$ cat src/amt_pkg.sv
// Shared types and constants for the box transform block.
// No dependencies; every other file imports this package.
`timescale 1ns / 1ps
`default_nettype none

package amt_pkg;

  localparam int NREGS   = 8;
  localparam int REG_W   = 64;
  localparam int ADDR_W  = 6;
  localparam int ACC_W   = 50;   // row sums stay below 2^48 in magnitude
  localparam int DIV_STAGES = 16; // 32 quotient bits, two per stage
  localparam int DIV_LAT = DIV_STAGES + 2; // prep + bit stages + saturate

  localparam logic [REG_W-1:0] Q_ONE = 64'd65536;

  localparam logic [REG_W-1:0] CFG_RESET [NREGS] = '{
    Q_ONE, 64'd0, Q_ONE << 32, 64'd0, 64'd0, Q_ONE, 64'd0, Q_ONE << 32
  };

  typedef struct packed {
    logic signed [31:0] lo_x;
    logic signed [31:0] lo_y;
    logic signed [31:0] lo_z;
    logic signed [31:0] hi_x;
    logic signed [31:0] hi_y;
    logic signed [31:0] hi_z;
    logic               box_ok;
  } box_t;

  typedef struct packed {
    logic signed [31:0] new_lo_x;
    logic signed [31:0] new_lo_y;
    logic signed [31:0] new_lo_z;
    logic signed [31:0] new_hi_x;
    logic signed [31:0] new_hi_y;
    logic signed [31:0] new_hi_z;
    logic               result_ok;
    logic               divide_fault;
  } result_t;

  // Sideband that travels with each corner down the pipeline.
  typedef struct packed {
    logic valid;
    logic box_ok;
    logic first;
    logic last;
    logic wzero;
  } meta_t;

  // Matrix element r*4+c, Q16.16.
  typedef logic [15:0][31:0] mat_t;

  typedef logic [3:0][ACC_W-1:0] acc_vec_t;

endpackage

`default_nettype wire

$ cat src/amt_corner_seq.sv
// Holds the accepted box and issues its eight corners, one per cycle while en is high.
// Depends on amt_pkg.
`timescale 1ns / 1ps
`default_nettype none

module amt_corner_seq
  import amt_pkg::*;
(
  input  wire logic        clk,
  input  wire logic        rst,
  input  wire logic        en,
  input  wire box_t        box,
  input  wire logic        box_valid,
  output logic             box_stall,
  output logic signed [31:0] cx,
  output logic signed [31:0] cy,
  output logic signed [31:0] cz,
  output meta_t            cmeta
);

  logic       busy;
  logic [2:0] cnt;
  box_t       held;
  logic       take;

  assign box_stall = busy && !(en && cnt == 3'd7);
  assign take      = box_valid && !box_stall;

  always_ff @(posedge clk) begin
    if (rst) begin
      busy  <= 1'b0;
      cnt   <= 3'd0;
      cmeta <= '0;
    end else begin
      if (en) begin
        cmeta.valid  <= busy;
        cmeta.box_ok <= held.box_ok;
        cmeta.first  <= (cnt == 3'd0);
        cmeta.last   <= (cnt == 3'd7);
        cmeta.wzero  <= 1'b0;
      end
      if (take) begin
        busy <= 1'b1;
        cnt  <= 3'd0;
      end else if (en && busy) begin
        cnt <= cnt + 3'd1;
        if (cnt == 3'd7) busy <= 1'b0;
      end
    end
  end

  always_ff @(posedge clk) begin
    if (take) held <= box;
    if (en) begin
      cx <= cnt[2] ? held.hi_x : held.lo_x;
      cy <= cnt[1] ? held.hi_y : held.lo_y;
      cz <= cnt[0] ? held.hi_z : held.lo_z;
    end
  end

endmodule

`default_nettype wire

$ cat config.mk
export PLATFORM = sky130hd
export DESIGN_NAME = amt_corner_seq
export DESIGN_NICKNAME = d
export VERILOG_FILES = /design/src/amt_pkg.sv /design/src/amt_corner_seq.sv
export SDC_FILE = /design/constraint.sdc
export NUM_CORES = 1
export LEC_CHECK = 0
export BUFFER_PORTS_ARGS = -buffer_cell sky130_fd_sc_hd__buf_2
export CAP_MARGIN = 5
export CORE_MARGIN = 1.5
export CORE_UTILIZATION = 55
export CTS_CLUSTER_SIZE = 16
export DETAILED_ROUTE_END_ITERATION = 10
export PLACE_DENSITY = 0.81
export REMOVE_ABC_BUFFERS = 1
export SYNTH_ARGS = -nofsm -noshare
export SYNTH_HDL_FRONTEND = slang
export SYNTH_SLANG_ARGS = --single-unit
export TNS_END_PERCENT = 10
$ cat constraint.sdc
create_clock -name clk -period 27.3 [get_ports clk]
set_clock_uncertainty 0.05 [all_clocks]
set_input_delay 0 -clock clk [delete_from_list [all_inputs] [get_ports clk]]
set_output_delay 0 -clock clk [all_outputs]
set_load 0.05 [all_outputs]
# ---- After elaboration in Yosys (flattened, before gate mapping)
# Index checks and enable logic that the tools add are counted.
dict set report totals {
  ff_bits 297
  in_bits 197
  out_inout_bits 102
}
dict set report op_classes {
  n_addsub 1
  eq_ne 1
  mux 6
  n_reduce_logical 11
}
# operator n
set ops {}
lappend ops {{2-to-1 mux 32 bit} 3}
lappend ops {{logical AND 1 bit} 4}
lappend ops {{nonzero test 2 bit} 2}
lappend ops {{adder 3 x 1 -> 3 bit, second input constant} 1}
lappend ops {{== test 3 bit, second input constant} 1}
lappend ops {{zero test 3 bit} 1}
lappend ops {{2-to-1 mux 1 bit} 3}
lappend ops {{zero test 1 bit} 2}
lappend ops {{AND reduction 2 bit} 1}
lappend ops {{OR reduction 2 bit} 1}

# ---- Depth between registers and ports, before layout
dict set report logic_depth {
  depth_word 8
  mapped_depth 6
  mapped_depth_nobuf 4
}

# ---- Least setup slack after synthesis
# No wires, ideal clock.
dict set report synth_timing {
  path_kind {register -> register}
  start {register cnt[0]}
  end {register held[0] (netlist name), enable pin}
  t_arrival_ps 9980
  slack_ps 16461
  stages_incl_launch_ff 5
  n_path_buf 0
  cell_sequence {dfxtp_1 -> ha_1 -> ha_1 -> nand2_1 -> a21oi_1}
}
dict set report synth_between {
  elab_chain_len 6
}
# item line
set synth_lines {}
lappend synth_lines {{start: declaration} amt_corner_seq.sv:22} ;# logic [2:0] cnt;
lappend synth_lines {{start signal: assignment} amt_corner_seq.sv:46} ;# cnt <= cnt + 3'd1;
lappend synth_lines {{== test 3 bit} amt_corner_seq.sv:26} ;# assign box_stall = busy && !(en && cnt == 3'd7);
lappend synth_lines {{logical AND 1 bit} amt_corner_seq.sv:26}
lappend synth_lines {{zero test 1 bit} amt_corner_seq.sv:26}
lappend synth_lines {{logical AND 1 bit} amt_corner_seq.sv:26}
lappend synth_lines {{zero test 1 bit} amt_corner_seq.sv:27} ;# assign take = box_valid && !box_stall;
lappend synth_lines {{logical AND 1 bit} amt_corner_seq.sv:27}
lappend synth_lines {{net take} amt_corner_seq.sv:24} ;# logic take;
lappend synth_lines {{end signal: assignment} amt_corner_seq.sv:53} ;# if (take) held <= box;
lappend synth_lines {{end: declaration} amt_corner_seq.sv:23} ;# box_t held;
# The timed path passes the listed nets, and every way through them passes these cells.
# A chain may end at the register's enable or synchronous reset.

# ---- Final worst setup path
dict set report layout_timing {
  start {register cnt[0]}
  end {register held[65] (netlist name), enable pin}
}
# Same word-level chain as after synthesis.

==> flow_summary_export.csv <==
group,metric,value,unit
pwr,power_frac_comb,10.0,%
logic_synthesis,synth_adder_area_share,0.367,%
pwr,pwr-share-seq,53.7,%
logic_synthesis,synthMuxAreaShare,10.8,%
logic_synthesis,synthXorXnorAreaFrac,0,%
timing,min_period_over_period,13.5,%
timing,finalSetupTns,0,ns
job,maxCapViolCount,0,
setup_path,critPathMaxStageDelay,0.99,ns
setup_path,path_cells,"ha_1, ha_1, nand2_1, a21oi_4, buf_4",
setup_path,ff2ff_setup_slack,23.62,ns
logic_synthesis,ys_top_cells_by_area,"edfxtp_1 (85%), mux2_2 (11%), dfxtp_1 (1.6%)",
pwr,ir_drop,63.3,µV
logic_synthesis,synth_compound_area_share,0.905,%
drt,vias_per_cell,5.13,
die,die_w,139,µm
run_status,outcome,"finished, violations left",
die,core,18100,µm²
logic_synthesis,ys_types,20,
setup_path,path_class,"register to register",
logic_synthesis,yosysSeqAreaShare,86.4,%
logic_synthesis,avgSynthCellArea,23.3,µm²
pwr,power_frac_clock,36.2,%
pwr,leakage,5.73,nW
timing,fmax,0.271,GHz
die,io_pins,299,
timing,maxSlewViolCount,0,
logic_synthesis,synth_top_cell_by_area,"edfxtp_1",
timing,maxSlewHeadroom,18.7,%
setup_path,cp-start-kind,"register",
timing,hold_ws,0.125,ns
pwr,switchingPower,0.238,mW
run_status,violations,"design-rule violations",
final_layout,n_antenna_cell,0,
setup_path,cp_common_cell,"ha_1",
drt,drt_iter0_markers,461,
timing,final-hold-violation-count,0,
clock_tree,clk_latency,0.53,ns
setup_path,cp_data_arrival_time,3.77,ns
final_layout,nets,1152,
setup_path,end_kind,"register",
clock_tree,cts_max_level,1,
logic_synthesis,synth_top_area_share,84.8,%
clock_tree,cts.clk_slew.worst_paths,0.07,ns
pwr,p_int,0.768,mW
timing,rsz0062_at_grt,"no",
pwr,power_density,68.0,nW/µm²
die,die_area,19400,µm²
drt,num_vias,6171,
clock_tree,clockRootBuffer,"clkbuf_16",
logic_synthesis,synth_area,10200,µm²
logic_synthesis,ys_seq_elements,297,
timing,timing.final.crit_period,3.68,ns
placed_design,port_buffers,297,
drt,ant_nets,0,
global_route,grt_pass1_vias,6815,
global_route,grt_max_degree,95,
die,start_util,56.6,%
drt,routed_wl,25.5,mm
setup_path,cp_max_fo,94,
die,row_count,49,
die,die_y,139,µm
final_layout,fillers,854,
global_route,grt-ovfl-total,0,
setup_path,path_buf_inv,1,
hold_path,hold_path_class,"input port to register",
placed_design,place.gp.congestion,0.750,
drt,drc,18,
placed_design,dp.final_hpwl,12.4,mm
setup_path,worstPathRequired,27.39,ns
logic_synthesis,synthSimpleGateAreaFrac,0.477,%
final_layout,area.growth.synth_to_final,44.4,%
timing,tightest_slew,1.22,ns
global_route,track_usage,25.9,%
clock_tree,clk_path_buf_depth,3,
logic_synthesis,yosys_warnings,0,
timing,setup_viol,0,
clock_tree,cts_tree,"built",
drt,routedWlPerCell,21.2,µm
clock_tree,cts_buffers,29,
pwr,netSwitchingFraction,23.6,%
drt,dr.pass1.iters,8,
global_route,antenna_found_initial,0,
setup_path,critPathSlowestCell,"buf_4",
final_layout,drive_gt1_share,45.9,%
logic_synthesis,synth_top_family_by_area,"multiplexers",
global_route,grt_pass1_wl,37.8,mm
clock_tree,cts.sinks,297,
logic_synthesis,synth_cells,439,
setup_path,crit_family,"buffers and inverters",
[cell usage after synthesis]
cell      number
buf_2          9
a21bo_4        1
buf_1          1
mux2i_1        2
nor2_1         2
a21bo_2        3
nand2b_1       2
edfxtp_1     289
a21oi_1        4
ha_1           3
buf_6          1
mux2_2        96
nand3b_1       2
inv_1          4
conb_1         1
dfxtp_1        8
nand3_1        2
nand2_1        1
buf_4          5
a221oi_1       3
[layout make-up]
cell class	count	area, µm²	share of cell area [%]
Clock buffer	32	737	4.99
Inverter	4	15.0	0.102
Timing Repair Buffer	498	3490	23.6
Tap cell	229	287	1.94
Sequential cell	297	8840	59.8
Multi-Input combinational cell	122	1290	8.76
Clock inverter	21	113	0.762
[metal layers]
layer | GRT usage (%) | vias to the layer above | routed length, µm
met5 | 0 | - | 0
met4 | 11.4 | 0 | 1120
met3 | 5.54 | 76 | 1840
met2 | 47.9 | 324 | 13700
met1 | 28.9 | 2996 | 8760
li1 | - | 2775 | -
[power by group through the flow]
| stage | logic (mW) | registers, mW | clock network (mW) |
|---|---|---|---|
| 6_report | 0.101 | 0.540 | 0.365 |
| 5_1_grt | 0.105 | 0.542 | 0.387 |
| 3_5_place_dp | 0.0752 | 0.548 | 0 |
| 3_3_place_gp | 0.0732 | 0.547 | 0 |
| 2_1_floorplan | 0.0149 | 0.582 | 0 |
| 4_1_cts | 0.0978 | 0.539 | 0.360 |
[stage by stage]
stage | instance area (µm²) | instances | total power, mW | worst slack (ns) | util [%]
detailed placement | 12000 | 953 | 0.623 | 23.69 | 66.1
floorplan | 10100 | 423 | 0.597 | 15.60 | -
CTS | 14800 | 1203 | 0.997 | 23.64 | 81.7
global route | 14800 | 1203 | 1.03 | 23.39 | 81.7
finish | 14800 | 1203 | 1.01 | 23.62 | 81.7
global placement | 12000 | 953 | 0.620 | 23.89 | 66.1
[sequential cells by signal, summed over array words and instances (netlist names)]
register	count
cnt	3
cx	32
cy	32
held	193
busy	1
cz	32
cmeta	4
[cell families after synthesis]
kind of cell | after synthesis
multiplexers | 98
flip-flops | 297
AO/OA/AOI/OAI | 11
AND/OR/NAND/NOR | 9
buffers and inverters | 20
other | 1
adder cells (fa/ha/maj) | 3
[what timing repair did]
item                                   4_1_cts  5_1_grt
resized for setup                            0        0
hold buffers                               197        0
endpoints found under the hold margin      264        0
buffers inserted                             0        0
setup endpoints to repair                    0        0
[layout by cell type (no fill, tap or decap)]
master / synthesis / layout
ha_1: 3 / 3
nand3_1: 2 / 2
nand2b_1: 2 / 2
a21oi_1: 4 / 3
a21bo_2: 3 / 3
nor2_1: 2 / 2
mux2_2: 96 / 96
nand3b_1: 2 / 2
buf_4: 5 / 5
dlygate4sd3_1: 0 / 197
a221oi_1: 3 / 3
clkbuf_16: 0 / 29
edfxtp_1: 289 / 289
inv_6: 0 / 3
nand2_1: 1 / 1
clkinv_1: 0 / 7
mux2i_1: 2 / 2
clkbuf_1: 0 / 3
inv_1: 4 / 4
conb_1: 1 / 1
clkinv_2: 0 / 9
clkinvlp_4: 0 / 2
dfxtp_1: 8 / 6
dfxtp_2: 0 / 2
buf_2: 9 / 296
a21oi_4: 0 / 1
a21bo_4: 1 / 1
[path summary, 6_finish.rpt]
check,start,endpoint,depth (start not counted)
setup / recovery,cnt[0],held[65],5
hold reg to reg,cmeta[2],cmeta[2],2
hold / removal,box[116],held[116],2
setup reg to reg,cnt[0],held[65],5
Power figures use the tool's default switching activity.
