==> src/amt_pkg.sv <==
// Shared types and constants for the box transform block.
// No dependencies; every other file imports this package.
`timescale 1ns / 1ps
`default_nettype none

package amt_pkg;

  localparam int NREGS   = 8;
  localparam int REG_W   = 64;
  localparam int ADDR_W  = 6;
  localparam int ACC_W   = 50;   // row sums stay below 2^48 in magnitude
  localparam int DIV_STAGES = 16; // 32 quotient bits, two per stage
  localparam int DIV_LAT = DIV_STAGES + 2; // prep + bit stages + saturate

  localparam logic [REG_W-1:0] Q_ONE = 64'd65536;

  localparam logic [REG_W-1:0] CFG_RESET [NREGS] = '{
    Q_ONE, 64'd0, Q_ONE << 32, 64'd0, 64'd0, Q_ONE, 64'd0, Q_ONE << 32
  };

  typedef struct packed {
    logic signed [31:0] lo_x;
    logic signed [31:0] lo_y;
    logic signed [31:0] lo_z;
    logic signed [31:0] hi_x;
    logic signed [31:0] hi_y;
    logic signed [31:0] hi_z;
    logic               box_ok;
  } box_t;

  typedef struct packed {
    logic signed [31:0] new_lo_x;
    logic signed [31:0] new_lo_y;
    logic signed [31:0] new_lo_z;
    logic signed [31:0] new_hi_x;
    logic signed [31:0] new_hi_y;
    logic signed [31:0] new_hi_z;
    logic               result_ok;
    logic               divide_fault;
  } result_t;

  // Sideband that travels with each corner down the pipeline.
  typedef struct packed {
    logic valid;
    logic box_ok;
    logic first;
    logic last;
    logic wzero;
  } meta_t;

  // Matrix element r*4+c, Q16.16.
  typedef logic [15:0][31:0] mat_t;

  typedef logic [3:0][ACC_W-1:0] acc_vec_t;

endpackage

`default_nettype wire

==> src/amt_bound.sv <==
// Running min/max over a box's eight corners and the result register.
// Depends on amt_pkg.
`timescale 1ns / 1ps
`default_nettype none

module amt_bound
  import amt_pkg::*;
(
  input  wire logic          clk,
  input  wire logic          rst,
  input  wire logic          en,
  input  wire meta_t         qmeta,
  input  wire logic signed [31:0] qx,
  input  wire logic signed [31:0] qy,
  input  wire logic signed [31:0] qz,
  output result_t            result,
  output logic               result_valid,
  input  wire logic          result_stall
);

  logic signed [31:0] mn [3], mx [3], mn_n [3], mx_n [3], qv [3];
  logic               fault, fault_n, ok;

  assign qv[0] = qx;
  assign qv[1] = qy;
  assign qv[2] = qz;

  always_comb begin
    for (int i = 0; i < 3; i++) begin
      mn_n[i] = (qmeta.first || qv[i] < mn[i]) ? qv[i] : mn[i];
      mx_n[i] = (qmeta.first || qv[i] > mx[i]) ? qv[i] : mx[i];
    end
    fault_n = qmeta.wzero || (!qmeta.first && fault);
    ok      = qmeta.box_ok && !fault_n;
  end

  always_ff @(posedge clk) begin
    if (rst) begin
      result_valid <= 1'b0;
    end else begin
      if (en && qmeta.valid && qmeta.last) result_valid <= 1'b1;
      else if (result_valid && !result_stall) result_valid <= 1'b0;
    end
  end

  always_ff @(posedge clk) begin
    if (en && qmeta.valid) begin
      mn    <= mn_n;
      mx    <= mx_n;
      fault <= fault_n;
      if (qmeta.last) begin
        result.new_lo_x     <= ok ? mn_n[0] : 32'sd0;
        result.new_lo_y     <= ok ? mn_n[1] : 32'sd0;
        result.new_lo_z     <= ok ? mn_n[2] : 32'sd0;
        result.new_hi_x     <= ok ? mx_n[0] : 32'sd0;
        result.new_hi_y     <= ok ? mx_n[1] : 32'sd0;
        result.new_hi_z     <= ok ? mx_n[2] : 32'sd0;
        result.result_ok    <= ok;
        result.divide_fault <= qmeta.box_ok && fault_n;
      end
    end
  end

endmodule

`default_nettype wire

==> config.mk <==
export PLATFORM = sky130hd
export DESIGN_NAME = amt_bound
export DESIGN_NICKNAME = d
export VERILOG_FILES = /design/src/amt_pkg.sv /design/src/amt_bound.sv
export SDC_FILE = /design/constraint.sdc
export NUM_CORES = 1
export LEC_CHECK = 0
export BUFFER_PORTS_ARGS = -buffer_cell sky130_fd_sc_hd__buf_2
export CELL_PAD_IN_SITES_DETAIL_PLACEMENT = 1
export CELL_PAD_IN_SITES_GLOBAL_PLACEMENT = 2
export CORE_ASPECT_RATIO = 0.75
export CORE_UTILIZATION = 40
export CTS_CLUSTER_DIAMETER = 40
export DETAILED_ROUTE_END_ITERATION = 6
export GPL_ROUTABILITY_DRIVEN = 0
export PLACE_DENSITY = 0.9
export RECOVER_POWER = 100
export SYNTH_ARGS = -nofsm -noshare
export SYNTH_HDL_FRONTEND = slang
export SYNTH_SLANG_ARGS = --single-unit
==> constraint.sdc <==
create_clock -name clk -period 15.52 [get_ports clk]
set_input_delay 0.776 -clock clk [delete_from_list [all_inputs] [get_ports clk]]
set_output_delay 0.776 -clock clk [all_outputs]
set_load 0.01 [all_outputs]
=== Yosys cells after proc, flatten, opt, wreduce, memory -nomap -nowiden ===
Index checks and enable logic that the tools add are counted.
Widths: inputs -> output; s select.

* Order comparisons: 6
* Reductions and logical operators: 18
* Muxes and demuxes: 8

{| class="wikitable"
|+ Operator list
! cell !! number
|-
| $mux 32 || 6
|-
| $gt 32x32->1 || 3
|-
| $lt 32x32->1 || 3
|-
| $logic_or 1x1->1 || 7
|-
| $logic_and 1x1->1 || 6
|-
| $logic_not 1->1 || 3
|-
| $mux 1 || 2
|-
| $reduce_and 2->1 || 1
|-
| $reduce_bool 2->1 || 1
|}

* Register bits: 388
* Logic and storage cells: 48
* Input bits: 105
* Output and inout bits: 195

=== Depth between registers and ports, before layout ===
* Word-level depth: 5
* Mapped depth: 11

=== Worst setup path after synthesis ===
No wires, ideal clock.

* Kind: input to register
* Start point: input port qmeta[1] (netlist bit)
* End point: register result[0] (netlist bit) (enable)
* Stages on the path: 1
* Path slack: 9.661 ns
* Library setup time: 0.581 ns
* Arrival time: 5.278 ns
* Path buffers: 0
* Data required time: 14.939 ns
* Cell sequence: and3_1

* Longest elaborated chain between the ends: 1

{| class="wikitable"
|+ RTL lines
! what !! RTL line !! text
|-
| start: declaration || amt_bound.sv:12 || <nowiki>input wire meta_t qmeta,</nowiki>
|-
| $reduce_and 2->1 (no line) || - ||
|-
| end: declaration || amt_bound.sv:16 || <nowiki>output result_t result,</nowiki>
|}

Every way passes these cells.
A chain may end at the register's enable or synchronous reset.

=== Worst setup path after layout ===
* Start point: input port qmeta[4] (netlist bit)
* End point: register result[23] (netlist bit) (enable)

* Longest elaborated chain between the ends: 2

{| class="wikitable"
|+ RTL lines
! what !! RTL line !! text
|-
| $logic_and 1x1->1 || amt_bound.sv:47 || <nowiki>if (en && qmeta.valid) begin</nowiki>
|-
| $reduce_and 2->1 (no line) || - ||
|}

Every way passes these cells.

==> load_flow_metrics.sql <==
INSERT INTO impl_metrics (metric_group, metric, value, unit) VALUES
('status', 'run_status', 'finished with violations', ''),
('status', 'failed_checks', 'max-capacitance violations, max-slew violations', ''),
('detailed_routing', 'first_pass_iters', '5', ''),
('flow_run', 'maxCapViolations', '18', ''),
('critical_path', 'crit_path_start_kind', 'primary input', ''),
('finish', 'syn_to_final_growth', '17.9', '%'),
('detailed_routing', 'drt-vias-per-instance', '5.33', ''),
('yosys', 'syn_area', '21300', 'um2'),
('critical_path', 'arrival_time_of_data_at_the_critical_path_endpoint', '9.13', 'ns'),
('hold_path', 'min_from', 'rst', ''),
('global_route', 'pin_count_of_the_biggest_net_entering_global_routing', '98', ''),
('global_route', 'number_of_antenna_violations_at_the_first_check_in_global_routing', '10', ''),
('cts', 'clock_tree.htree_level_count', '2', ''),
('yosys', 'yosys_register_bits', '388', ''),
('critical_path', 'path_max_fanout', '75', ''),
('placed_design', 'cells_after_dpl', '2658', ''),
('cts', 'clock_path_buffers', '3', ''),
('yosys', 'async_reset_ff_frac', '0', ''),
('timing', 'timing.final.setup_violations', '0', ''),
('power', 'vdd_drop_max', '0.0920', 'mV'),
('cts', 'post_cts_hold_buffer_count', '0', ''),
('finish', 'finish.cell_count_without_fillers', '2767', ''),
('cts', 'numClockSinks', '388', ''),
('yosys', 'yosysUniqueCellTypes', '58', ''),
('yosys', 'synth_edf_count', '387', ''),
('cts', 'tritoncts', 'yes', ''),
('detailed_routing', 'dr.first_iter.drc_count', '747', ''),
('timing', 'clock.fmax', '111', 'MHz'),
('timing', 'final_max_tran_viols', '817', ''),
('floorplanning', 'die_y', '202', 'um'),
('cts', 'clock_tree.root_cell', 'sky130_fd_sc_hd__clkbuf_16', ''),
('cts', 'cts.reportedPaths.clkPinSlew', '0.06', 'ns'),
('yosys', 'ys_top_cells_by_area', 'sky130_fd_sc_hd__edfxtp_1, sky130_fd_sc_hd__ha_1, sky130_fd_sc_hd__mux2_2, sky130_fd_sc_hd__mux2i_1, sky130_fd_sc_hd__inv_1', ''),
('critical_path', 'cp.buffers_inverters', '3', ''),
('timing', 'post-route-period-util', '0.581', ''),
('critical_path', 'crit_path_end_kind', 'flop', ''),
('detailed_routing', 'antenna_violating_nets_post_route', '0', ''),
('yosys', 'postSynthNetCount', '1991', ''),
('critical_path', 'required_arrival_time_at_the_worst_endpoint', '15.63', 'ns'),
('critical_path', 'critical-path-top-cell-by-count', 'sky130_fd_sc_hd__clkbuf_1', ''),
('placed_design', 'hpwlAfterDp', '41000', 'um'),
('detailed_routing', 'wl_per_cell', '21.4', 'um'),
('yosys', 'synth.yosys.seq_area_share', '0.547', ''),
('critical_path', 'setup.worst_path.start', 'qmeta[4]', ''),
('global_route', 'global_route.overflow_total', '0', ''),
('floorplanning', 'floorplan.initialDensity', '0.409', ''),
('detailed_routing', 'drc', '0', ''),
('power', 'p_leak', '10.2', 'nW'),
('cts', 'post_cts_buffers', '0', ''),
('global_route', 'vias_in_the_first_global_route', '15800', ''),
('critical_path', 'timing.critical_path.cells', 'buf_2 -> and3_1 -> clkbuf_1 -> clkbuf_1', ''),
('hold_path', 'timing.hold.worst.class', 'in -> reg', ''),
('critical_path', 'timing.setup.critical_path_class', 'in -> reg', ''),
('floorplanning', 'die-width', '268', 'um'),
('timing', 'tns', '0', 'ns'),
('finish', 'drive_gt1_frac', '0.151', ''),
('detailed_routing', 'num_vias', '14700', ''),
('yosys', 'yosysTopAreaCell', 'sky130_fd_sc_hd__edfxtp_1', ''),
('global_route', 'grt_pass1_wl', '91400', 'um'),
('timing', 'timing_worst_slew_pin_value', '4.54', 'ns'),
('yosys', 'ys_warn_count', '0', ''),
('timing', 'timing_hold_violations_final', '0', ''),
('timing', 'final_period_minus_worst_setup_slack', '9.01', 'ns'),
('detailed_routing', 'wl', '59300', 'um'),
('cts', 'resize_count_post_cts', '0', ''),
('timing', 'hold-worst-slack', '0.326', 'ns'),
('floorplanning', 'core_region_area', '52100', 'um2'),
('global_route', 'grt_util_all_layers', '0.218', ''),
('timing', 'timing.max_slew.rel_slack', '-2.03', ''),
('critical_path', 'crit-reg2reg-launch', 'fault$_DFFE_PP_', ''),
('power', 'power_density', '116', 'nW/um2');
==> cell usage in the layout (no fill, tap or decap), drive strengths merged, types with 35 or more instances in the layout <==
| cell type | netlist | layout |
|---|---|---|
| nand4 | 35 | 35 |
| clkbuf | 20 | 275 |
| edfxtp | 387 | 387 |
| ha | 189 | 189 |
| buf | 38 | 106 |
| a21oi | 78 | 78 |
| and2 | 65 | 65 |
| mux2i | 127 | 127 |
| mux2 | 130 | 130 |
| nor2 | 58 | 58 |
| inv | 229 | 243 |
| nand2 | 138 | 138 |
==> final timing paths <==
kind	endpoint	slack, ns	cells past startpoint
min	result_valid$_SDFFE_PP0P_	0.33	2
min reg2reg	result_valid$_SDFFE_PP0P_	0.52	2
max	result[23]$_SDFFCE_PN0P_	6.51	4
max reg2reg	result[134]$_SDFFCE_PN0P_	9.05	7
==> cells by family after synthesis <==
kind of cell,synth area share
and+or+nand+nor,0.0794
muxes,0.129
DFF,0.547
AOI/OAI and AO/OA,0.0783
buffers and inverters,0.0555
adders and majority gates,0.111
==> layout make-up <==
cell class / instances / area [um2]
Fill cell: 5615 / 27000
Antenna cell: 5 / 12.5
Multi-Input combinational cell: 1022 / 8440
Clock inverter: 39 / 430
Sequential cell: 388 / 11600
Tap cell: 703 / 880
Clock buffer: 65 / 1490
Inverter: 229 / 861
Timing Repair Buffer: 316 / 1330
==> worst reg2reg max path: stages, from the launching register on <==
cell and delay [ns]:
sky130_fd_sc_hd__edfxtp_1 0.36, sky130_fd_sc_hd__a21oi_1 0.25, sky130_fd_sc_hd__nand2_1 0.08, sky130_fd_sc_hd__clkbuf_1 0.18, sky130_fd_sc_hd__clkinvlp_2 1.62, sky130_fd_sc_hd__clkbuf_1 3.03
sky130_fd_sc_hd__nand2_1 0.36, sky130_fd_sc_hd__mux2i_1 0.36
==> sequential cells by signal (all words and copies together), names as in the netlist <==
signal and count:
fault 1, mx 96, result_valid 1, mn 96, result 194
==> cell usage after synthesis, types with 16 or more instances <==
| library cell | number |
|---|---|
| sky130_fd_sc_hd__nand2_1 | 138 |
| sky130_fd_sc_hd__clkbuf_1 | 20 |
| sky130_fd_sc_hd__mux2_2 | 115 |
| sky130_fd_sc_hd__a21oi_1 | 78 |
| sky130_fd_sc_hd__mux2i_1 | 127 |
| sky130_fd_sc_hd__o21ai_0 | 19 |
| sky130_fd_sc_hd__a21o_1 | 16 |
| sky130_fd_sc_hd__and2_1 | 65 |
| sky130_fd_sc_hd__inv_1 | 228 |
| sky130_fd_sc_hd__buf_2 | 17 |
| sky130_fd_sc_hd__nor2_1 | 58 |
| sky130_fd_sc_hd__ha_1 | 189 |
| sky130_fd_sc_hd__edfxtp_1 | 387 |
| sky130_fd_sc_hd__nand4_1 | 34 |
| sky130_fd_sc_hd__a221o_1 | 32 |
| sky130_fd_sc_hd__a22o_1 | 32 |
==> where the power goes <==
| part | switching (mW) | leakage, nW | internal [mW] |
|---|---|---|---|
| combinational | 0.215 | 5.70 | 0.146 |
| sequential | 0.0233 | 3.58 | 1.22 |
| clock | 0.523 | 0.922 | 0.786 |
| total | 0.761 | 10.2 | 2.15 |
==> metal layers <==
| metal | vias to the layer above | share of wire | GRT usage |
|---|---|---|---|
| met5 | - | 0.00094 | 0 |
| met4 | 8 | 0.021 | 0.0588 |
| met3 | 91 | 0.044 | 0.0343 |
| met2 | 333 | 0.48 | 0.364 |
| met1 | 7409 | 0.45 | 0.293 |
| li1 | 6898 | - | - |
==> metrics by stage <==
step                setup WS [ns]  power, mW  instance area [um2]  utilization
floorplan                    9.66       1.50                21300            -
global placement            10.77       1.60                23500        0.452
detailed placement          10.62       1.62                23500        0.452
CTS                         11.16       2.94                25500        0.489
global route                 5.72       3.02                25100        0.482
finish                       6.51       2.91                25100        0.482
(Power assumes the default switching activity.)
