[src/amt_pkg.sv]
// Shared types and constants for the box transform block.
// No dependencies; every other file imports this package.
`timescale 1ns / 1ps
`default_nettype none

package amt_pkg;

  localparam int NREGS   = 8;
  localparam int REG_W   = 64;
  localparam int ADDR_W  = 6;
  localparam int ACC_W   = 50;   // row sums stay below 2^48 in magnitude
  localparam int DIV_STAGES = 16; // 32 quotient bits, two per stage
  localparam int DIV_LAT = DIV_STAGES + 2; // prep + bit stages + saturate

  localparam logic [REG_W-1:0] Q_ONE = 64'd65536;

  localparam logic [REG_W-1:0] CFG_RESET [NREGS] = '{
    Q_ONE, 64'd0, Q_ONE << 32, 64'd0, 64'd0, Q_ONE, 64'd0, Q_ONE << 32
  };

  typedef struct packed {
    logic signed [31:0] lo_x;
    logic signed [31:0] lo_y;
    logic signed [31:0] lo_z;
    logic signed [31:0] hi_x;
    logic signed [31:0] hi_y;
    logic signed [31:0] hi_z;
    logic               box_ok;
  } box_t;

  typedef struct packed {
    logic signed [31:0] new_lo_x;
    logic signed [31:0] new_lo_y;
    logic signed [31:0] new_lo_z;
    logic signed [31:0] new_hi_x;
    logic signed [31:0] new_hi_y;
    logic signed [31:0] new_hi_z;
    logic               result_ok;
    logic               divide_fault;
  } result_t;

  // Sideband that travels with each corner down the pipeline.
  typedef struct packed {
    logic valid;
    logic box_ok;
    logic first;
    logic last;
    logic wzero;
  } meta_t;

  // Matrix element r*4+c, Q16.16.
  typedef logic [15:0][31:0] mat_t;

  typedef logic [3:0][ACC_W-1:0] acc_vec_t;

endpackage

`default_nettype wire

[src/amt_cfg_regs.sv]
// Matrix configuration registers behind the APB-style port.
// Depends on amt_pkg.
`timescale 1ns / 1ps
`default_nettype none

module amt_cfg_regs
  import amt_pkg::*;
(
  input  wire logic              clk,
  input  wire logic              rst,
  input  wire logic              psel,
  input  wire logic              penable,
  input  wire logic              pwrite,
  input  wire logic [ADDR_W-1:0] paddr,
  input  wire logic [REG_W-1:0]  pwdata,
  output logic      [REG_W-1:0]  prdata,
  output mat_t                   mat
);

  logic [REG_W-1:0] regs [NREGS];

  always_ff @(posedge clk) begin
    if (rst) begin
      for (int i = 0; i < NREGS; i++) regs[i] <= CFG_RESET[i];
    end else if (psel && penable && pwrite) begin
      regs[paddr[ADDR_W-1:3]] <= pwdata;
    end
  end

  assign prdata = regs[paddr[ADDR_W-1:3]];

  for (genvar r = 0; r < 4; r++) begin : g_row
    for (genvar c = 0; c < 4; c++) begin : g_col
      assign mat[r*4+c] = regs[r*2 + c/2][32*(c%2) +: 32];
    end
  end

endmodule

`default_nettype wire

[config.mk]
export PLATFORM = sky130hd
export DESIGN_NAME = amt_cfg_regs
export DESIGN_NICKNAME = d
export VERILOG_FILES = /design/src/amt_pkg.sv /design/src/amt_cfg_regs.sv
export SDC_FILE = /design/constraint.sdc
export NUM_CORES = 1
export LEC_CHECK = 0
export BUFFER_PORTS_ARGS = -buffer_cell sky130_fd_sc_hd__buf_4
export CAP_MARGIN = 20
export CELL_PAD_IN_SITES_DETAIL_PLACEMENT = 0
export CELL_PAD_IN_SITES_GLOBAL_PLACEMENT = 1
export CORE_ASPECT_RATIO = 0.7
export CORE_MARGIN = 2
export CORE_UTILIZATION = 40
export DETAILED_ROUTE_END_ITERATION = 8
export HOLD_SLACK_MARGIN = 0.1
export PLACE_DENSITY_LB_ADDON = 0.1
export SLEW_MARGIN = 20
export SYNTH_ARGS = -nofsm -noshare
export SYNTH_HDL_FRONTEND = slang
export SYNTH_SLANG_ARGS = --single-unit
[constraint.sdc]
create_clock -name clk -period 3.9 [get_ports clk]
set_input_delay 0.585 -clock clk [delete_from_list [all_inputs] [get_ports clk]]
set_output_delay 0.585 -clock clk [all_outputs]
set_load 0.01 [all_outputs]
# Word-level counts from Yosys, hierarchy flattened
# Memory sizes are Yosys's and may differ from the RTL's.
# Index checks and enable logic that the tools add are counted.
# totals
wordCells	12
n_memories	1
mem_bits_rw	512
ff_bits	0
# op_classes
n_reduce_logical	3
muxes	8
# memory_table
name	depth	word_bits	read_ports	rd_ports_with_merged_regs	wr	line	text
regs	8	64	9	0	8	amt_cfg_regs.sv:20	logic [REG_W-1:0] regs [NREGS];
# ops
cell	n
$mux W64	1
$reduce_or A64 Y1	1
$mux W1	6
$mux W3	1
$logic_and A1 B1 Y1	2

# Depth between registers and ports, before layout
# Gate-level depths: netlist (run 1).
# logic_depth
ltp_word	7
ltp_mapped	6
depth_no_buf	3

# Least setup slack after synthesis (run 1)
# Ideal clock, no wire load.
# synth_path
path_type	in2reg
start	input port paddr[3]
end	memory regs[1][0], enable pin
n_path_buf	2
required_time_ns	3.506
setup_ns	0.394
arrival_ns	2.158
stages	5
setup_slack_ns	1.347
cell_sequence	buf_4 -> inv_2 -> nor4_1 -> clkbuf_2 -> or2_2
# synth_lines
element	line	text
start: declaration	amt_cfg_regs.sv:14	input wire logic [ADDR_W-1:0] paddr,
end: declaration	amt_cfg_regs.sv:20	

# Worst setup path in the final report (run 1)
# layout_path
start	input port paddr[3]
end	output port prdata[29]
# layout_between
elab_chain_cells	1
# layout_rtl
element	line	text
$mem_v2 Z8 W64	n/a	
end: declaration	amt_cfg_regs.sv:16	output logic [REG_W-1:0] prdata,
# No other way between the ends.

==> flow_summary.toml, run 1 <==
[floorplanning]
io_pins = 651
start_util = 0.404
fp.dieW_um = 289
die_h_um = 204
coreArea_um2 = 56500
dieArea_um2 = 59000
std_cell_rows = 73

[clocking]
cts_sinks = 512
cts_buffer_depth = 3
cts-resized-gates = 0
cts_setup_buffers = 0
path_clk_slew_ns = 0.06
hold_buffers = 0
cts_root_buf = "clkbuf_16"
cts_buffers = 52
htreeDepth = 2
tritoncts = "done"

[hold_path]
worst_hold_path_type = "in2reg"
hold_start = "pwdata[16]"
whs_endpoint = "regs[0][16]"
hold_depth = 2

[route]
drt.antenna.violating_nets = 0
post-route-drc-count = 0
drt_iter0_drc = 1031
num_vias = 14700
via_per_inst = 5.20
wl_um = 82200
wire_per_inst_um = 29.0
dr.pass1.iters = 5

[power_and_ir_drop]
p_per_area_nw_per_um2 = 435
switching_share = 0.244
p_int_mw = 9.99
leakage_nw = 11.9
p_total_mw = 13.2
power_frac_seq = 0.495
p_switching_mw = 3.22
clock_power_share = 0.374
vdd_drop_max_mv = 0.533
power_frac_comb = 0.131

[sta]
slew_headroom = 0.295
finalCriticalPeriod_ns = 3.14
tightestPinTransition_ns = 1.06
finalSetupViolCount = 0
period_share = 0.806
rsz0062_at_grt = "false"
finalHoldViolCount = 0
max_clock_freq_ghz = 0.318
fin_tns_setup_ns = 0
final_max_slew_viol_count = 0

[grt]
grt_max_degree = 71
groute.usage.overall = 0.275
grt_first_pass_wirelength_um = 114000
grt_overflow = 0
grt_pass1_vias = 15300
antenna_found_initial = 2

[worst_setup_path]
critPathKind = "in2out"
cp_max_fo = 70
startpoint_type = "input pin"
crit_path_end_kind = "output port"
cp.arrival_ns = 2.56
cp.required_ns = 3.31

[cells_and_area]
fillers = 4702
largest_register_ffs = 512
reg_top3 = "regs x512"
regMostFlops = "regs"
drive_gt1_frac = 0.452
nets = 2113
syn_to_final_growth_pct = 33.1

[logic_synthesis]
seq_area_frac_synth = 0.674
synth_area_per_cell_um2 = 16.4
synth_area_um2 = 22800
ys_ff_latch = 512
synth_cells = 1390
yosys.cell_types.count = 24
syn-num-nets = 1465
ys_warn_count = 0

[placement]
hpwl_um = 52100
gp_congestion = 0.808
port_buffers = 647

[status]
status = "finished clean"

[run]
cap_viol_max_count = 0
[through the flow]
step           utilization  instances  area [µm²]  worst slack (ns)  hold WS [ns]
5_1_grt              0.537       2830       30400             0.604         0.288
3_3_place_gp         0.508       2734       28700             0.710         0.899
6_report             0.537       2831       30400             0.756         0.297
3_5_place_dp         0.508       2734       28700             0.686         0.902
2_1_floorplan            -       1390       22800              1.35         0.763
4_1_cts              0.537       2829       30400             0.687         0.271
[power by group through the flow]
| stage | registers (mW) | clock network, mW | logic (mW) |
|---|---|---|---|
| after floorplan | 6.76 | 0 | 0.556 |
| after global placement | 6.64 | 0 | 1.75 |
| after detailed placement | 6.65 | 0 | 1.75 |
| after CTS | 6.54 | 5.01 | 1.75 |
| after global routing | 6.57 | 5.23 | 1.82 |
| final | 6.54 | 4.94 | 1.72 |
[final cells by class]
cell class	instances	area (µm²)	share of cell area
Antenna cell	2	5.00	0.000165
Clock buffer	63	1360	0.0449
Clock inverter	32	269	0.00886
Inverter	2	7.51	0.000247
Multi-Input combinational cell	780	7040	0.232
Sequential cell	512	15400	0.506
Tap cell	750	938	0.0309
Timing Repair Buffer	690	5370	0.177
[Yosys cell counts]
master | n | area (µm²)
a31o_2 | 1 | 8.76
nand3b_1 | 1 | 7.51
buf_1 | 2 | 7.51
clkbuf_1 | 61 | 229
inv_2 | 2 | 7.51
or2_2 | 8 | 50.1
mux2i_1 | 1 | 10.0
and2_1 | 508 | 3180
clkbuf_2 | 8 | 40.0
mux4_2 | 127 | 2860
nor3_1 | 4 | 20.0
o32a_1 | 1 | 10.0
nor4b_2 | 2 | 30.0
nand4b_4 | 1 | 23.8
mux2_2 | 37 | 417
buf_6 | 8 | 90.1
nand2b_1 | 5 | 31.3
nor2_1 | 1 | 3.75
nand2_1 | 80 | 300
edfxtp_1 | 512 | 15400
nor4_1 | 2 | 12.5
buf_4 | 6 | 45.0
a21oi_1 | 1 | 5.00
buf_2 | 11 | 55.1
[placed cells by master (no fill, tap or decap), types with 2 or more instances in the layout]
| cell | Yosys | final |
|---|---|---|
| and2_1 | 508 | 508 |
| buf_12 | 0 | 14 |
| buf_4 | 6 | 674 |
| bufinv_16 | 0 | 5 |
| clkbuf_1 | 61 | 10 |
| clkbuf_16 | 0 | 53 |
| clkinv_1 | 0 | 19 |
| clkinv_2 | 0 | 6 |
| diode_2 | 0 | 2 |
| edfxtp_1 | 512 | 512 |
| inv_2 | 2 | 2 |
| mux2_2 | 37 | 37 |
| mux4_2 | 127 | 127 |
| nand2_1 | 80 | 80 |
| nand2b_1 | 5 | 5 |
| nor3_2 | 0 | 4 |
| nor4_2 | 0 | 2 |
| nor4b_4 | 0 | 2 |
| or2_4 | 0 | 8 |
[routing by layer]
metal  GRT usage  vias up  wire, µm
li1            -     6412         -
met1       0.353     7659     32700
met2       0.455      530     40400
met3      0.0788      116      6720
met4      0.0828        0      2440
met5           0        -         0
[how the worst max path moves through the flow]
| stage | from | end | slack (ns) |
|---|---|---|---|
| 2_1_floorplan | paddr[3] | regs[1][0] | 1.35 |
| 4_1_cts | paddr[3] | prdata[53] | 0.69 |
| 5_1_grt | paddr[3] | prdata[57] | 0.60 |
| 6_report | paddr[3] | prdata[29] | 0.76 |
| 3_5_place_dp | paddr[3] | regs[3][29] | 0.69 |
| 3_3_place_gp | paddr[3] | prdata[57] | 0.71 |
[worst max-delay path: stages]
cell    delay [ns]
buf_8         0.65
buf_4         0.30
mux4_2        0.50
mux2_2        0.27
buf_4         0.15
[logic make-up after synthesis]
group	Yosys count	synth area share
AOI/OAI and AO/OA	3	0.00104
DFF	512	0.674
muxes	165	0.144
and+or+nand+nor	612	0.160
buffers and inverters	98	0.0208
(Power assumes the default switching activity.)
==> run 2: changes to the inputs <==
ABC_AREA = 1   (was default)
CORE_UTILIZATION = 39   (was 40)
clock period = 3.24 ns   (was 3.9 ns; I/O delays follow)
==> run 2 against run 1 <==
Compared with the run above:
- flip-flop and latch count unchanged
- count of clock-buffer cells in the layout increased by 7
- critical path type unchanged
- highest routed layer is now met5
- utilization decreased by 1.6 points
- via count increased by 37%
==> flow_summary.toml, run 2 <==
[cells_and_area]
drive_gt1_frac = 0.244
layout_commonest_cell = "nand2_1"
nets = 3284
fin_cells = 4062
stdcell_area_um2 = 31100
syn_to_final_growth_pct = 32.3
final_util = 0.521
regMostFlops = "regs"
multi_input_comb_area_um2 = 7190
reg_top3 = "regs x512"
largest_register_ffs = 512
final_cell_mix = "1331 x nand2_1, 668 x buf_4, 514 x nor2_1"
fillers = 5620
ff_latch_area_um2 = 15400

[sta]
setup_slack_ns = 0.565
final_max_slew_viol_count = 0
finalCriticalPeriod_ns = 2.67
tightestPinTransition_ns = 1.16
fin_tns_setup_ns = 0
max_clock_freq_ghz = 0.374
period_share = 0.826
slew_headroom = 0.224
rsz0062_at_grt = "false"
finalSetupViolCount = 0
finalHoldViolCount = 0

[logic_synthesis]
synth_top_flop_cell = "edfxtp_1"
synth_top_area_share = 0.655
synth_cells = 2610
synthArstFlopShare = 0
synth_most_common_cell = "nand2_1"
ys_warn_count = 0
ys_top_cells_by_count = "1341 x nand2_1, 514 x nor2_1, 512 x edfxtp_1, 65 x inv_1, 59 x clkbuf_1"
seq_area_frac_synth = 0.655
synth_edf_count = 512
yosysTopAreaCell = "edfxtp_1"
synth_area_per_cell_um2 = 9.00
yosys.cell_types.count = 15
synth_area_um2 = 23500
synth_area_leaders = "edfxtp_1 65%, nand2_1 21%, nor2_1 8.2%"
ys_ff_latch = 512
syn-num-nets = 2685

[clocking]
cts-resized-gates = 0
cts_buffers = 54
cts_sinks = 512
tritoncts = "done"
htreeDepth = 2
cts_buffer_depth = 3
path_clk_slew_ns = 0.06
hold_buffers = 0
cts_root_buf = "clkbuf_16"
cts_setup_buffers = 0

[worst_setup_path]
crit_top_cell = "buf_4"
critPathKind = "in2out"
max_stage_delay_ns = 0.60
path_cells = "buf_4 -> buf_4 -> buf_4 -> nand4_1 -> nand2_1 -> nor2_1 -> nand2_1 -> buf_4"
startpoint_type = "input pin"
crit_path_end_kind = "output port"
cp.required_ns = 2.75
cp.arrival_ns = 2.19
crit_slowest_cell = "buf_4"
cp_max_fo = 36

[placement]
gp_congestion = 0.848
post_dp_cell_area_um2 = 29400
hpwl_um = 59100
dp_cells = 3961
port_buffers = 647
post-place-ws_ns = 0.519

[floorplanning]
die_h_um = 209
dieArea_um2 = 62200
fp.dieW_um = 297
std_cell_rows = 75
coreArea_um2 = 59700
start_util = 0.394
io_pins = 651

[route]
drt.antenna.violating_nets = 0
dr.pass1.iters = 5
wl_um = 94300
drt_iter0_drc = 1637
num_vias = 20200
wire_per_inst_um = 23.2
post-route-drc-count = 0
via_per_inst = 4.98

[grt]
grt_max_degree = 80
groute.usage.overall = 0.294
grt_pass1_vias = 19500
antenna_found_initial = 4
grt_first_pass_wirelength_um = 135000
grt_overflow = 0

[run]
cap_viol_max_count = 0

[power_and_ir_drop]
vdd_drop_max_mv = 0.374
leakage_nw = 14.7
p_per_area_nw_per_um2 = 521

[status]
status = "finished clean"

[hold_path]
worst_hold_path_type = "in2reg"
-- run 2: cells by family (layout without fill, tap and decap cells) --
logic type,after synthesis,in the layout,share of synthesized area
flip-flops,512,512,0.655
other,0,2,0
AND/OR/NAND/NOR,1874,1874,0.301
buffers and inverters,224,866,0.0440
-- run 2: per-layer routing --
metal / share of wire / up-vias / track usage
met1: 0.41 / 9837 / 0.384
met4: 0.030 / 4 / 0.0914
li1: - / 9430 / -
met2: 0.48 / 816 / 0.486
met5: 0.00032 / - / 0
met3: 0.078 / 140 / 0.0695
-- run 2: per-stage QoR --
stage / power, mW / hold slack [ns]
finish: 16.2 / 0.293
global route: 16.7 / 0.298
CTS: 16.3 / 0.260
detailed placement: 10.3 / 0.902
global placement: 10.3 / 0.895
floorplan: 8.99 / 0.701
-- run 2: layout make-up --
| cell class | count | area share |
|---|---|---|
| flip-flops and latches | 512 | 0.495 |
| multi-input cells | 1874 | 0.232 |
| repair buffers | 695 | 0.179 |
| clock buffers | 70 | 0.0461 |
| well taps | 808 | 0.0325 |
| inverters | 72 | 0.00914 |
| clock inverters | 29 | 0.00709 |
| diodes | 2 | 0.000161 |
-- run 2: report_power, final --
group	internal (mW)	switching, mW	total [mW]
combinational	0.889	1.44	2.33
sequential	7.65	0.221	7.87
clock	3.35	2.63	5.98
-- run 2: critical path: cells and delay by family --
family	cells	cell delay [ns]
buf+inv	4	1.32
simple gates	4	0.35
-- run 2: path summary, 6_finish.rpt --
kind,startpoint,depth (start not counted),to
max,paddr[5],8,prdata[62]
min,pwdata[48],3,regs[2][48]
==> run 3: changes to the inputs <==
ABC_AREA = 0   (was 1)
CORE_UTILIZATION = 40   (was 39)
clock period = 2.5 ns   (was 3.24 ns; I/O delays follow)
==> run 3 against run 2 <==
Compared with the run above:
- sequential share of layout area decreased by 0.29 points
- global-route usage down 1.6 points
- combinational power grew 21%
- total power grew 27%
- critical path type is now reg2out
- largest power group unchanged
==> flow_summary.toml, run 3 (synthesis results as in run 1) <==
[power_and_ir_drop]
vdd_drop_max_mv = 0.539
p_total_mw = 20.5
p_per_area_nw_per_um2 = 657
leakage_nw = 12.3

[grt]
grt_max_degree = 65
grt_pass1_vias = 15500
grt_first_pass_wirelength_um = 116000
groute.usage.overall = 0.278
antenna_found_initial = 0
grt_overflow = 0

[floorplanning]
dieArea_um2 = 59000
std_cell_rows = 73
start_util = 0.404
fp.dieW_um = 289
die_h_um = 204
io_pins = 651
coreArea_um2 = 56500

[placement]
port_buffers = 647
dp_cells = 2761
hpwl_um = 54700
gp_congestion = 0.849
post_dp_cell_area_um2 = 29200

[cells_and_area]
largest_register_ffs = 512
nets = 2188
multi_input_comb_area_um2 = 7040
drive_gt1_frac = 0.449
regMostFlops = "regs"
stdcell_area_um2 = 31300
fin_cells = 2903
final_util = 0.553
layout_commonest_cell = "buf_4"
reg_top3 = "regs x512"
diodes = 0
fillers = 4622
final_cell_mix = "680 x buf_4, 512 x edfxtp_1, 508 x and2_1"
ff_latch_area_um2 = 15400
syn_to_final_growth_pct = 37.0

[hold_path]
hold_start = "pwdata[53]"
worst_hold_path_type = "in2reg"

[clocking]
cts_sinks = 512
cts_setup_buffers = 0
cts_root_buf = "clkbuf_16"
htreeDepth = 2
cts_buffers = 52
path_clk_slew_ns = 0.06
tritoncts = "done"
cts_buffer_depth = 3

[worst_setup_path]
cp.required_ns = 2.12
cp.arrival_ns = 2.01
critPathKind = "reg2out"
startpoint_type = "flip-flop"
cp_max_fo = 2
max_stage_delay_ns = 0.54
path_cells = "mux4_2 -> mux2_2 -> buf_4"
crit_path_end_kind = "output port"
crit_slowest_cell = "mux4_2"
startpoint = "regs[4][0]"

[sta]
rsz0062_at_grt = "false"
finalHoldViolCount = 0
tightestPinTransition_ns = 0.487
max_clock_freq_ghz = 0.419
final_max_slew_viol_count = 0
finalSetupViolCount = 0
finalCriticalPeriod_ns = 2.39
fin_tns_setup_ns = 0
period_share = 0.956
slew_headroom = 0.672

[route]
post-route-drc-count = 0
wire_per_inst_um = 28.7
dr.pass1.iters = 5
drt.antenna.violating_nets = 0
drt_iter0_drc = 1210
via_per_inst = 5.20
wl_um = 83300
num_vias = 15100

[run]
cap_viol_max_count = 0

[status]
status = "finished clean"
-- run 3: cell count changes in the layout (fill, tap and decap cells not counted), moves of 11 or more --
| cell | delta |
|---|---|
| and2_1 | +508 |
| buf_4 | +12 |
| clkinv_2 | -11 |
| dlygate4sd3_1 | +48 |
| inv_1 | -65 |
| mux2_2 | +37 |
| mux4_2 | +127 |
| nand2_1 | -1251 |
| nor2_1 | -513 |
-- run 3: timing repair --
item                                    CTS  global route
gates resized for setup                   0             1
endpoints found under the setup margin    0             4
endpoints found under the hold margin   291             0
hold buffers                             48             0
-- run 3: area by class of cell --
cell class                      count  area share
Clock buffer                       69      0.0444
Clock inverter                     25     0.00613
Inverter                            2    0.000240
Multi-Input combinational cell    780       0.225
Sequential cell                   512       0.492
Tap cell                          750      0.0300
Timing Repair Buffer              765       0.202
-- run 3: final timing paths --
kind	to	cells past startpoint	slack, ns
max	prdata[0]	3	0.11
min	regs[2][53]	2	0.13
-- run 3: where the power goes --
group | switching (mW) | internal (mW) | leakage, nW
clock | 3.31 | 4.19 | 0.759
sequential | 0.319 | 9.91 | 4.87
combinational | 1.40 | 1.40 | 6.63
total | 5.04 | 15.5 | 12.3
-- run 3: metrics by stage --
step           hold WS, ns  setup WS [ns]
6_report             0.131          0.111
5_1_grt              0.109         0.0707
4_1_cts              0.100         0.0240
3_5_place_dp         0.696         0.0247
3_3_place_gp         0.697         0.0398
2_1_floorplan        0.553          0.157
-- run 3: layer usage --
layer | share of wire | vias up | global-route usage | routed length, µm
li1 | - | 6547 | - | -
met1 | 0.40 | 7813 | 0.367 | 33200
met2 | 0.49 | 618 | 0.451 | 40500
met3 | 0.092 | 111 | 0.0811 | 7630
met4 | 0.024 | 0 | 0.0751 | 2010
met5 | 0 | - | 0 | 0
-- run 3: critical path: cells and delay by family, from the launching register on --
kind	cells	cell delay, ns
DFF	1	0.41
buffers and inverters	1	0.17
muxes	2	0.83
